`src/rtl/mpm_pkg.sv`:
```
package mpm_pkg;

  // Field and arithmetic widths.
  localparam int COORD_BITS = 12;
  localparam int FRAC_BITS  = 28;
  localparam int ZW         = FRAC_BITS + 4;          // Q4.28 word
  localparam int PW         = 2 * ZW;                 // exact Q8.56 product
  localparam int QW         = FRAC_BITS + 3;          // quotient magnitude, at most 2.0
  localparam int DIV_STEPS  = COORD_BITS + FRAC_BITS + 1;
  localparam int DIV_CNT_W  = $clog2(DIV_STEPS + 1);

  // Escape bound 4.0 in Q8.56.
  localparam logic [PW-1:0] FOUR_Q56 = PW'(4) << (2 * FRAC_BITS);

  localparam logic [COORD_BITS-1:0] GRID_RESET = COORD_BITS'(255);

  localparam logic [7:0] PIX_INSIDE  = 8'd255;
  localparam logic [7:0] PIX_OUTSIDE = 8'd0;

  // Status codes.
  localparam logic [1:0] ST_OK    = 2'd0;
  localparam logic [1:0] ST_EVEN  = 2'd1;
  localparam logic [1:0] ST_RANGE = 2'd2;

  typedef struct packed {
    logic [COORD_BITS-1:0] row;
    logic [COORD_BITS-1:0] col;
  } mpm_in_t;

  typedef struct packed {
    logic [7:0] pixel_value;
    logic [1:0] status;
  } mpm_out_t;

  // Operand selection for the shared multiplier.
  typedef enum logic [1:0] {
    MS_RR,
    MS_II,
    MS_RI
  } mul_sel_t;

  // Controls from the sequencer to the iteration datapath.
  typedef struct packed {
    logic     clear;
    logic     mul_en;
    mul_sel_t sel;
    logic     upd_en;
  } iter_ctl_t;

  typedef enum logic [2:0] {
    S_IDLE,
    S_DIV_RE,
    S_DIV_IM,
    S_MRR,
    S_MII,
    S_MRI,
    S_ADD,
    S_DONE
  } state_t;

endpackage

```
`src/rtl/mandelbrot_pixel_membership_core.sv`:
```
// Escape-time membership test for one pixel of an odd square grid. A pixel
// that passes the grid checks is mapped to c in Q4.28 by a restoring divider
// that produces one quotient bit per cycle, run once for each coordinate.
// Then z = z*z + c is iterated with a single shared 32x32 multiplier,
// each iteration being three product steps and one combine/test step. A
// pixel that escapes, or stays bounded up to ITER_LIMIT iterations, has its
// result loaded from the combine step into a result register; an even grid
// size or an out-of-range coordinate loads it at the transfer. From there the
// done state moves it to the output register and raises out_valid, waiting
// while a previous result is not taken. One pixel is processed at a
// time; in_ready is high only while idle, and the finished result waits in an
// output register until it is taken.
// grid_size is written through cfg_we/cfg_wdata and resets to 255.
module mandelbrot_pixel_membership_core #(
  parameter int ITER_LIMIT = 500
) (
  input  logic                             clk,
  input  logic                             rst_n,
  input  logic                             in_valid,
  output logic                             in_ready,
  input  mpm_pkg::mpm_in_t                 in_data,
  output logic                             out_valid,
  input  logic                             out_ready,
  output mpm_pkg::mpm_out_t                out_data,
  input  logic                             cfg_we,
  input  logic [mpm_pkg::COORD_BITS-1:0]   cfg_wdata
);

  localparam int CB     = mpm_pkg::COORD_BITS;
  localparam int ZW     = mpm_pkg::ZW;
  localparam int ITER_W = $clog2(ITER_LIMIT + 1);

  mpm_pkg::state_t state_r, state_nxt;

  logic [CB-1:0]        grid_r;
  logic [CB-1:0]        col_mag_r;
  logic                 re_neg_r;
  logic                 im_neg_r;
  logic signed [ZW-1:0] cre_r;
  logic signed [ZW-1:0] cim_r;
  logic [ITER_W-1:0]    cnt_r;
  logic [7:0]           res_pix_r;
  logic [1:0]           res_st_r;
  logic                 out_valid_r;
  mpm_pkg::mpm_out_t    out_data_r;

  logic [CB-2:0]        center;
  logic                 row_neg;
  logic                 col_neg;
  logic [CB-1:0]        row_mag;
  logic [CB-1:0]        col_mag;
  logic                 div_start;
  logic [CB-1:0]        div_mag;
  logic                 div_done;
  logic [mpm_pkg::QW-1:0] div_quot;
  logic signed [ZW-1:0] q_pos;
  logic signed [ZW-1:0] coord;
  logic                 coord_neg;
  logic                 escape;
  mpm_pkg::iter_ctl_t   ictl;
  logic                 accept;
  logic                 cre_ld;
  logic                 cim_ld;
  logic                 cnt_clr;
  logic                 cnt_inc;
  logic                 res_ld;
  logic [7:0]           res_pix_nxt;
  logic [1:0]           res_st_nxt;
  logic                 out_ld;

  // Offsets of the pixel from the grid center, as sign and magnitude.
  always_comb begin
    center  = grid_r[CB-1:1];
    row_neg = (in_data.row < {1'b0, center});
    col_neg = (in_data.col < {1'b0, center});
    row_mag = row_neg ? ({1'b0, center} - in_data.row) : (in_data.row - {1'b0, center});
    col_mag = col_neg ? ({1'b0, center} - in_data.col) : (in_data.col - {1'b0, center});
  end

  // Signed coordinate from the unsigned quotient; a zero center maps to zero.
  always_comb begin
    coord_neg = (state_r == mpm_pkg::S_DIV_RE) ? re_neg_r : im_neg_r;
    q_pos     = $signed({1'b0, div_quot});
    if (center == '0) begin
      coord = '0;
    end else if (coord_neg) begin
      coord = -q_pos;
    end else begin
      coord = q_pos;
    end
  end

  assign in_ready = (state_r == mpm_pkg::S_IDLE);
  assign accept   = in_valid && in_ready;

  // Sequencer: next state and control strobes.
  always_comb begin
    state_nxt   = state_r;
    div_start   = 1'b0;
    div_mag     = row_mag;
    ictl        = '{clear: 1'b0, mul_en: 1'b0, sel: mpm_pkg::MS_RR, upd_en: 1'b0};
    cre_ld      = 1'b0;
    cim_ld      = 1'b0;
    cnt_clr     = 1'b0;
    cnt_inc     = 1'b0;
    res_ld      = 1'b0;
    res_pix_nxt = mpm_pkg::PIX_OUTSIDE;
    res_st_nxt  = mpm_pkg::ST_OK;
    out_ld      = 1'b0;
    case (state_r)
      mpm_pkg::S_IDLE: begin
        if (in_valid) begin
          if (!grid_r[0]) begin
            res_ld     = 1'b1;
            res_st_nxt = mpm_pkg::ST_EVEN;
            state_nxt  = mpm_pkg::S_DONE;
          end else if ((in_data.row >= grid_r) || (in_data.col >= grid_r)) begin
            res_ld     = 1'b1;
            res_st_nxt = mpm_pkg::ST_RANGE;
            state_nxt  = mpm_pkg::S_DONE;
          end else begin
            div_start = 1'b1;
            state_nxt = mpm_pkg::S_DIV_RE;
          end
        end
      end
      mpm_pkg::S_DIV_RE: begin
        if (div_done) begin
          cre_ld    = 1'b1;
          div_start = 1'b1;
          div_mag   = col_mag_r;
          state_nxt = mpm_pkg::S_DIV_IM;
        end
      end
      mpm_pkg::S_DIV_IM: begin
        if (div_done) begin
          cim_ld     = 1'b1;
          ictl.clear = 1'b1;
          cnt_clr    = 1'b1;
          state_nxt  = mpm_pkg::S_MRR;
        end
      end
      mpm_pkg::S_MRR: begin
        ictl.mul_en = 1'b1;
        ictl.sel    = mpm_pkg::MS_RR;
        state_nxt   = mpm_pkg::S_MII;
      end
      mpm_pkg::S_MII: begin
        ictl.mul_en = 1'b1;
        ictl.sel    = mpm_pkg::MS_II;
        state_nxt   = mpm_pkg::S_MRI;
      end
      mpm_pkg::S_MRI: begin
        ictl.mul_en = 1'b1;
        ictl.sel    = mpm_pkg::MS_RI;
        state_nxt   = mpm_pkg::S_ADD;
      end
      mpm_pkg::S_ADD: begin
        // The test sees z from the previous update; z = 0 never escapes.
        if (escape) begin
          res_ld    = 1'b1;
          state_nxt = mpm_pkg::S_DONE;
        end else if (cnt_r == ITER_W'(ITER_LIMIT)) begin
          res_ld      = 1'b1;
          res_pix_nxt = mpm_pkg::PIX_INSIDE;
          state_nxt   = mpm_pkg::S_DONE;
        end else begin
          ictl.upd_en = 1'b1;
          cnt_inc     = 1'b1;
          state_nxt   = mpm_pkg::S_MRR;
        end
      end
      mpm_pkg::S_DONE: begin
        if (!out_valid_r || out_ready) begin
          out_ld    = 1'b1;
          state_nxt = mpm_pkg::S_IDLE;
        end
      end
      default: begin
        state_nxt = mpm_pkg::S_IDLE;
      end
    endcase
  end

  // Control registers.
  always_ff @(posedge clk) begin
    if (!rst_n) begin
      state_r     <= mpm_pkg::S_IDLE;
      grid_r      <= mpm_pkg::GRID_RESET;
      out_valid_r <= 1'b0;
      cnt_r       <= '0;
    end else begin
      state_r <= state_nxt;
      if (cfg_we) begin
        grid_r <= cfg_wdata;
      end
      if (out_ld) begin
        out_valid_r <= 1'b1;
      end else if (out_ready) begin
        out_valid_r <= 1'b0;
      end
      if (cnt_clr) begin
        cnt_r <= '0;
      end else if (cnt_inc) begin
        cnt_r <= cnt_r + 1'b1;
      end
    end
  end

  // Payload registers.
  always_ff @(posedge clk) begin
    if (accept) begin
      col_mag_r <= col_mag;
      re_neg_r  <= row_neg;
      im_neg_r  <= col_neg;
    end
    if (cre_ld) begin
      cre_r <= coord;
    end
    if (cim_ld) begin
      cim_r <= coord;
    end
    if (res_ld) begin
      res_pix_r <= res_pix_nxt;
      res_st_r  <= res_st_nxt;
    end
    if (out_ld) begin
      out_data_r.pixel_value <= res_pix_r;
      out_data_r.status      <= res_st_r;
    end
  end

  mpm_div u_div (
    .clk     (clk),
    .rst_n   (rst_n),
    .start   (div_start),
    .num_mag (div_mag),
    .den     (center),
    .done    (div_done),
    .quot    (div_quot)
  );

  mpm_iter u_iter (
    .clk    (clk),
    .ctl    (ictl),
    .cre    (cre_r),
    .cim    (cim_r),
    .escape (escape)
  );

  assign out_valid = out_valid_r;
  assign out_data  = out_data_r;

endmodule

```
`src/rtl/mpm_div.sv`:
```
// Restoring divider, one quotient bit per cycle.
// Computes floor((num_mag << (FRAC_BITS+1)) / den) where the quotient is known
// to fit QW bits because num_mag never exceeds den.
module mpm_div (
  input  logic                             clk,
  input  logic                             rst_n,
  input  logic                             start,
  input  logic [mpm_pkg::COORD_BITS-1:0]   num_mag,
  input  logic [mpm_pkg::COORD_BITS-2:0]   den,
  output logic                             done,
  output logic [mpm_pkg::QW-1:0]           quot
);

  localparam int CB = mpm_pkg::COORD_BITS;
  localparam int DW = mpm_pkg::DIV_STEPS;
  localparam int QW = mpm_pkg::QW;
  localparam int CW = mpm_pkg::DIV_CNT_W;

  logic [DW-1:0]                  dvd_r;
  logic [CB-2:0]                  rem_r;
  logic [CB-2:0]                  den_r;
  logic [QW-1:0]                  quo_r;
  logic [CW-1:0]                  cnt_r;
  logic                           busy_r;
  logic                           done_r;

  logic [CB-1:0] trial;
  logic [CB-1:0] diff;
  logic          ge;

  // One trial subtraction per cycle.
  always_comb begin
    trial = {rem_r, dvd_r[DW-1]};
    diff  = trial - {1'b0, den_r};
    ge    = (trial >= {1'b0, den_r});
  end

  // Control state of the divider.
  always_ff @(posedge clk) begin
    if (!rst_n) begin
      busy_r <= 1'b0;
      done_r <= 1'b0;
      cnt_r  <= '0;
    end else begin
      done_r <= 1'b0;
      if (start) begin
        busy_r <= 1'b1;
        cnt_r  <= CW'(DW);
      end else if (busy_r) begin
        cnt_r <= cnt_r - 1'b1;
        if (cnt_r == CW'(1)) begin
          busy_r <= 1'b0;
          done_r <= 1'b1;
        end
      end
    end
  end

  // Datapath: dividend shifts out MSB first, quotient bits shift in.
  always_ff @(posedge clk) begin
    if (start) begin
      dvd_r <= {num_mag, (DW - CB)'(0)};
      rem_r <= '0;
      den_r <= den;
      quo_r <= '0;
    end else if (busy_r) begin
      dvd_r <= {dvd_r[DW-2:0], 1'b0};
      rem_r <= ge ? diff[CB-2:0] : trial[CB-2:0];
      quo_r <= {quo_r[QW-2:0], ge};
    end
  end

  assign done = done_r;
  assign quot = quo_r;

endmodule

```
`src/rtl/mpm_iter.sv`:
```
// Escape-time datapath: one shared signed multiplier forms re*re, im*im and
// re*im in turn; the combine step then tests the magnitude and updates z.
module mpm_iter (
  input  logic                                clk,
  input  mpm_pkg::iter_ctl_t                  ctl,
  input  logic signed [mpm_pkg::ZW-1:0]       cre,
  input  logic signed [mpm_pkg::ZW-1:0]       cim,
  output logic                                escape
);

  localparam int ZW = mpm_pkg::ZW;
  localparam int PW = mpm_pkg::PW;
  localparam int FB = mpm_pkg::FRAC_BITS;

  logic signed [ZW-1:0] zre_r;
  logic signed [ZW-1:0] zim_r;
  logic signed [PW-1:0] rr_r;
  logic signed [PW-1:0] ii_r;
  logic signed [PW-1:0] ri_r;

  logic signed [ZW-1:0] mul_a;
  logic signed [ZW-1:0] mul_b;
  logic signed [PW-1:0] prod;
  logic        [PW-1:0] mag;
  logic signed [PW-1:0] sq_re;
  logic signed [ZW-1:0] nre;
  logic signed [ZW-1:0] nim;

  // Operand selection for the shared multiplier.
  always_comb begin
    case (ctl.sel)
      mpm_pkg::MS_RR: begin
        mul_a = zre_r;
        mul_b = zre_r;
      end
      mpm_pkg::MS_II: begin
        mul_a = zim_r;
        mul_b = zim_r;
      end
      mpm_pkg::MS_RI: begin
        mul_a = zre_r;
        mul_b = zim_r;
      end
      default: begin
        mul_a = zre_r;
        mul_b = zre_r;
      end
    endcase
    prod = PW'(mul_a) * PW'(mul_b);
  end

  // Products are kept exact in Q8.56.
  always_ff @(posedge clk) begin
    if (ctl.mul_en) begin
      case (ctl.sel)
        mpm_pkg::MS_RR: rr_r <= prod;
        mpm_pkg::MS_II: ii_r <= prod;
        mpm_pkg::MS_RI: ri_r <= prod;
        default:        rr_r <= prod;
      endcase
    end
  end

  // Magnitude test on the current z and the next z, rounded down to Q4.28.
  always_comb begin
    mag    = $unsigned(rr_r) + $unsigned(ii_r);
    escape = (mag >= mpm_pkg::FOUR_Q56);
    sq_re  = rr_r - ii_r;
    nre    = $signed(sq_re[FB+ZW-1:FB]) + cre;
    nim    = $signed(ri_r[FB+ZW-2:FB-1]) + cim;
  end

  always_ff @(posedge clk) begin
    if (ctl.clear) begin
      zre_r <= '0;
      zim_r <= '0;
    end else if (ctl.upd_en) begin
      zre_r <= nre;
      zim_r <= nim;
    end
  end

endmodule

```
`config.mk`:
```
export PLATFORM = sky130hd
export DESIGN_NAME = mandelbrot_pixel_membership_core
export DESIGN_NICKNAME = d
export VERILOG_FILES = /design/src/rtl/mpm_pkg.sv /design/src/rtl/mandelbrot_pixel_membership_core.sv /design/src/rtl/mpm_div.sv /design/src/rtl/mpm_iter.sv
export SDC_FILE = /design/constraint.sdc
export NUM_CORES = 2
export LEC_CHECK = 0
export BUFFER_PORTS_ARGS = -buffer_cell sky130_fd_sc_hd__buf_2
export CORE_ASPECT_RATIO = 0.7
export CORE_MARGIN = 2
export CORE_UTILIZATION = 55
export CTS_BUF_LIST = sky130_fd_sc_hd__clkbuf_8
export DETAILED_ROUTE_END_ITERATION = 6
export PLACE_DENSITY = 0.83
export SYNTH_ARGS = -nofsm -noshare
export SYNTH_HDL_FRONTEND = slang
export SYNTH_HIERARCHICAL = 1
export SYNTH_SLANG_ARGS = --single-unit
```
`constraint.sdc`:
```
create_clock -name clk -period 8.71 [get_ports clk]
set_input_delay 0.871 -clock clk [delete_from_list [all_inputs] [get_ports clk]]
set_output_delay 0.871 -clock clk [all_outputs]
set_load 0.005 [all_outputs]
```
[Yosys cells after proc, flatten, opt, wreduce, memory -nomap -nowiden]
Index checks and enable logic that the tools add are counted.
Widths: inputs -> output; s select.
Cells by class
  $add $sub $neg: 12
  mux-type cells: 51
  $mul: 1
  equal/unequal tests: 15
  bitwise logic cells: 4
  magnitude comparators: 6
  reduce and logical (&&, ||, !) cells: 19
Operators by type and width (count)
  $mux 32: 4
  $mux 41: 2
  $add 32x32->32: 2
  $add 64x64->64: 1
  $ge 64x59->1 const B: 1
  $mul 32x32->64: 1
  $sub 60x60->60: 1
  $mux 12: 4
  $neg 31->32: 1
  $ge 12x12->1: 2
  $lt 12x11->1: 2
  $mux 1: 24
  $mux 3: 8
  $pmux 3 s8: 1
  $sub 11x12->12: 2
  $sub 12x11->12: 2
  $eq 3x3->1 const B: 4
  $ge 12x11->1: 1
  $mux 6: 2
  $logic_not 11->1: 1
  $mux 11: 1
  $sub 11x11->11: 1
  $add 9x1->9 const B: 1
  $eq 9x9->1 const B: 1
  23 further kinds: 38
Word-level totals
  output and inout port bits: 12
  input bits: 41
  flip-flop bits (word level): 447

[Logic depth before layout (Yosys ltp)]
  depth after elaboration: 7
  mapped depth: 36
  depth with buffers taken out: 33

[Modules after synthesis]
The synthesis kept the hierarchy.
Modules (own cells, without submodules)
  mpm_iter: sequential area each 6085.8 sq um, cells an instance 5451, times used 1, area an instance 50664.8 sq um
  mandelbrot_pixel_membership_core: sequential area each 3022.9 sq um, cells an instance 741, times used 1, area an instance 7313.3 sq um
  mpm_div: sequential area each 1691.6 sq um, cells an instance 312, times used 1, area an instance 3374.5 sq um

[Worst setup path before layout]
Ideal clock, no wire load.
  path type: reg-to-reg
  from: register state_r[1]
  to: register u_iter.ii_r[60] (data pin)
  path slack: -688 ps
  data required time: 8442 ps
  stages on the path, launching flop included: 34
  arrival: 9129 ps
  setup time: 268 ps
  buffers on the path: 5
  cell sequence: dfxtp_1 > clkbuf_1 > nor2_1 > inv_1 > ha_1 > clkbuf_1 > clkbuf_1 > buf_1 > mux2i_1 > nor2_1 > fa_1 > inv_1 > fa_1 > inv_1 > fa_1 > fa_1 > fa_1 > fa_1 > fa_1 > inv_1 > fa_1 > inv_1 > ha_1 > clkbuf_1 > a21o_1 > a21oi_1 > o21ai_0 > a221oi_1 > o21ai_0 > o21ba_2 > o21ai_1 > o41a_1 > a221oi_1 > xnor2_1
RTL lines
  start: declaration: line mandelbrot_pixel_membership_core.sv:33  | mpm_pkg::state_t state_r, state_nxt;
  start signal: assignment: line mandelbrot_pixel_membership_core.sv:188  | state_r <= mpm_pkg::S_IDLE;
  start signal: assignment: line mandelbrot_pixel_membership_core.sv:193  | state_r <= state_nxt;
  end signal: assignment: line mpm_iter.sv:57  | mpm_pkg::MS_II: ii_r <= prod;
  end: declaration: line mpm_iter.sv:18  | logic signed [PW-1:0] ii_r;

==> metrics.md <==
| Metric | Value |
|---|---|
| Final setup fails | `64` |
| Routed wire per std cell | `23.41 um` |
| Initial antenna violation count | `5` |
| # hold bufs at CTS | `0` |
| Synth unique cells | `106` |
| Placed inst area | `68050 sq um` |
| GRT Util Overall | `0.3544` |
| Detailed placer's ending HPWL | `162400 um` |
| Post-route cell area | `73480 sq um` |
| Die width | `403.2 um` |
| Pwr Density | `228.2 nW/um^2` |
| Measured slew at the worst slew-check pin | `1.293 ns` |
| CTS clock-pin slew for the worst setup and hold paths | `0.07 ns` |
| Final hold slack | `0.4041 ns` |
| R2R setup slack | `-0.37 ns` |
| Critical R2R Launch | `state_r[0]` |
| Initial core utilization | `0.5545` |
| ANT nets after route | `0` |
| CTS sink count | `406` |
| FF+latch count, synth | `406` |
| Largest net degree at the start of global routing | `83` |
| Final Skew | `0.06301 ns` |
| Syn Inst Count | `6504` |
| Die Y | `283.4 um` |
| Cell taking the most area after synthesis | `fa_1` |
| Area Overhead vs Synth | `19.77%` |
| Critical path fanouts, max | `6` |
| Cell mode on critical path | `fa_1` |
| Crit path launch type | `flip-flop` |
| PortBufs | `52` |
| Min cycle time layout | `9.078 ns` |
| Post-synth top cells | `inv_1 (1179), fa_1 (1090), nor2_1 (835)` |
| First-pass GRT wire length | `309800 um` |
| Max VDD drop | `0.2585 mV` |
| Nets | `8779` |
| DRC viols | `1` |
| Crit path DAT | `9.48 ns` |
| Setup TNS | `-12.16 ns` |
| Worst hold-check path type | `in -> reg` |
| Max Freq | `0.1102 GHz` |
| RSZ-0062 raised after global routing | `yes` |
| Layout cells sized above 1 | `0.1930` |
| Num CTS Buffers | `54` |
| Core ar. | `110600 sq um` |
| FILL cells | `8028` |
| Routability cong. | `1.055` |
| Worst setup margin | `-0.3676 ns` |
| Syn. warnings | `6` |
| Vias in the first global route | `53240` |
| Final hold vios | `0` |
| Crit-path max cell delay | `0.57 ns` |
| Post-Synthesis Cell Area | `61350 sq um` |
| Post-synthesis sequential area ratio | `0.1760` |
| Failing checks | `design-rule violations, negative setup slack` |
| Maxcap violations | `0` |
| H-tree Lvls | `2` |
| Core Util, Final | `0.6641` |
| Worst setup path class | `reg -> reg` |
| Tcrit/Tclk final | `1.042` |
| CP endpoint | `u_iter/rr_r[63]` |
| Synth Flop Type | `edfxtp_1` |
| Row count | `102` |
| Drt pass-1 iters | `7` |
| Most frequent cell after synthesis | `inv_1` |
| Reg2Reg Depth | `35` |
| DRT iter0 DRCs | `6263` |
| Area of the die | `114300 sq um` |
| Reg2Reg Capture Point | `u_iter/rr_r[63]` |
| Post-synth ARST share | `0` |
| Clock buffer depth | `3` |
| Net count after synthesis | `8089` |
| Root Buffer | `clkbuf_8` |
| Syn_area_per_cell | `9.433 sq um` |
| Pins Over Slew Limit | `0` |
| Drt total wl | `203700 um` |
| CP Capture Type | `flip-flop` |
| CP max stage cell | `fa_1` |
| Worst EP required | `9.11 ns` |
| Vias per cell | `5.965` |
| I/O Pins | `53` |
| DR vias | `51900` |
| Slew HR | `0.1342` |
| CTS tree | `built` |
| Pleak | `34.17 nW` |
| Total global routing overflow | `0` |
| EDFF count, synth | `267` |
| Clk Latency, worst-skew pair | `0.69 ns` |
| Status | `finished, violations left` |
| Yosys top cell area share | `0.3557` |
| Crit. Startpoint | `state_r[0]` |
| Ranking of synthesized cells by area | `fa_1 (36%), edfxtp_1 (13%), ha_1 (9.3%)` |
-- through the flow --
stage | setup WS (ns) | cells | power, mW
floorplan | 0.0004006 | 6504 | 9.280
global placement | -1.454 | 8407 | 13.13
detailed placement | -1.514 | 8407 | 13.46
CTS | -0.2004 | 8660 | 16.01
global route | -0.5486 | 8696 | 17.56
finish | -0.3676 | 8700 | 16.77
-- power by group --
part / total [mW] / internal, mW / switching, mW
sequential: 3.18 / 2.76 / 0.413
clock: 1.55 / 0.741 / 0.811
combinational: 12.0 / 5.03 / 7.01
total: 16.8 / 8.53 / 8.24
-- flip-flops by register name, summed over array words and instances, names as in the netlist, 6 cells and up --
register and flops:
u_iter/ii_r 64, u_iter/rr_r 64, cim_r 32, cre_r 32, u_iter/ri_r 32, u_iter/zim_r 32, u_iter/zre_r 32, u_div/quot 31
col_mag_r 12, grid_r 12, u_div/dvd_r 12, u_div/den_r 11, u_div/rem_r 11, cnt_r 9, u_div/cnt_r 6
-- worst max-delay path: cells and delay by family (launching register included) --
kind	cells	cell delay, ns
and+or+nand+nor	5	0.84
buffers and inverters	10	1.39
AOI/OAI and AO/OA	9	1.29
adders and majority gates	10	4.51
DFF	1	0.34
muxes	1	0.40
-- final cells by class --
class                   count  area [sq um]  share of cell area
diodes                      5         12.51           0.0001703
multi-input cells        4672         47210              0.6425
clock inverters            44         326.6            0.004444
repair buffers            878          8068              0.1098
well taps                1456          1822             0.02479
clock buffers              57         784.5             0.01068
flip-flops and latches    406         10810              0.1471
inverters                1182          4448             0.06053
-- cell families after synthesis --
family	share of synthesized area
AND/OR/NAND/NOR	0.1294
adder cells (fa/ha/maj)	0.4483
multiplexers	0.03863
AO/OA/AOI/OAI	0.08947
buffers and inverters	0.08853
XOR/XNOR	0.02969
flip-flops	0.1760
-- worst min-delay path by stage --
stage                     depth (start not counted)         start           to  slack (ns)
after global placement                            0   res_st_r[1]  out_data[1]        0.40
after global routing                              3  cfg_wdata[6]    grid_r[6]        0.40
after CTS                                         3  cfg_wdata[4]    grid_r[4]        0.37
after detailed placement                          0   res_st_r[0]  out_data[0]        0.41
final                                             3  cfg_wdata[4]    grid_r[4]        0.40
after floorplan                                   0   res_st_r[0]  out_data[0]        0.40
-- metal layers --
metal	wire length, um	track usage
met5	156	0
met4	9225	0.1209
met3	28940	0.1210
met2	85700	0.5142
met1	79690	0.4971
-- what timing repair did --
action	4_1_cts	5_1_grt
gates cloned	9	1
buffers inserted	147	46
pin swaps	130	123
setup endpoints to repair	97	91
hold endpoints to repair	0	0
gates resized for setup	358	198
-- cells in the final DEF, fill, tap and decap left out, types with 57 or more instances in the layout --
cell type and n:
mux2i_1 108, buf_6 80, o21ai_0 107, fa_1 1028
buf_4 636, nor3_1 61, nand2_1 645, buf_12 81
ha_1 422, xor2_1 59, a21oi_1 234, fa_2 62
a21o_1 87, dfxtp_1 135, inv_1 1164, clkbuf_8 57
xnor2_1 132, nor2_1 810, edfxtp_1 267
(Power assumes the default switching activity.)
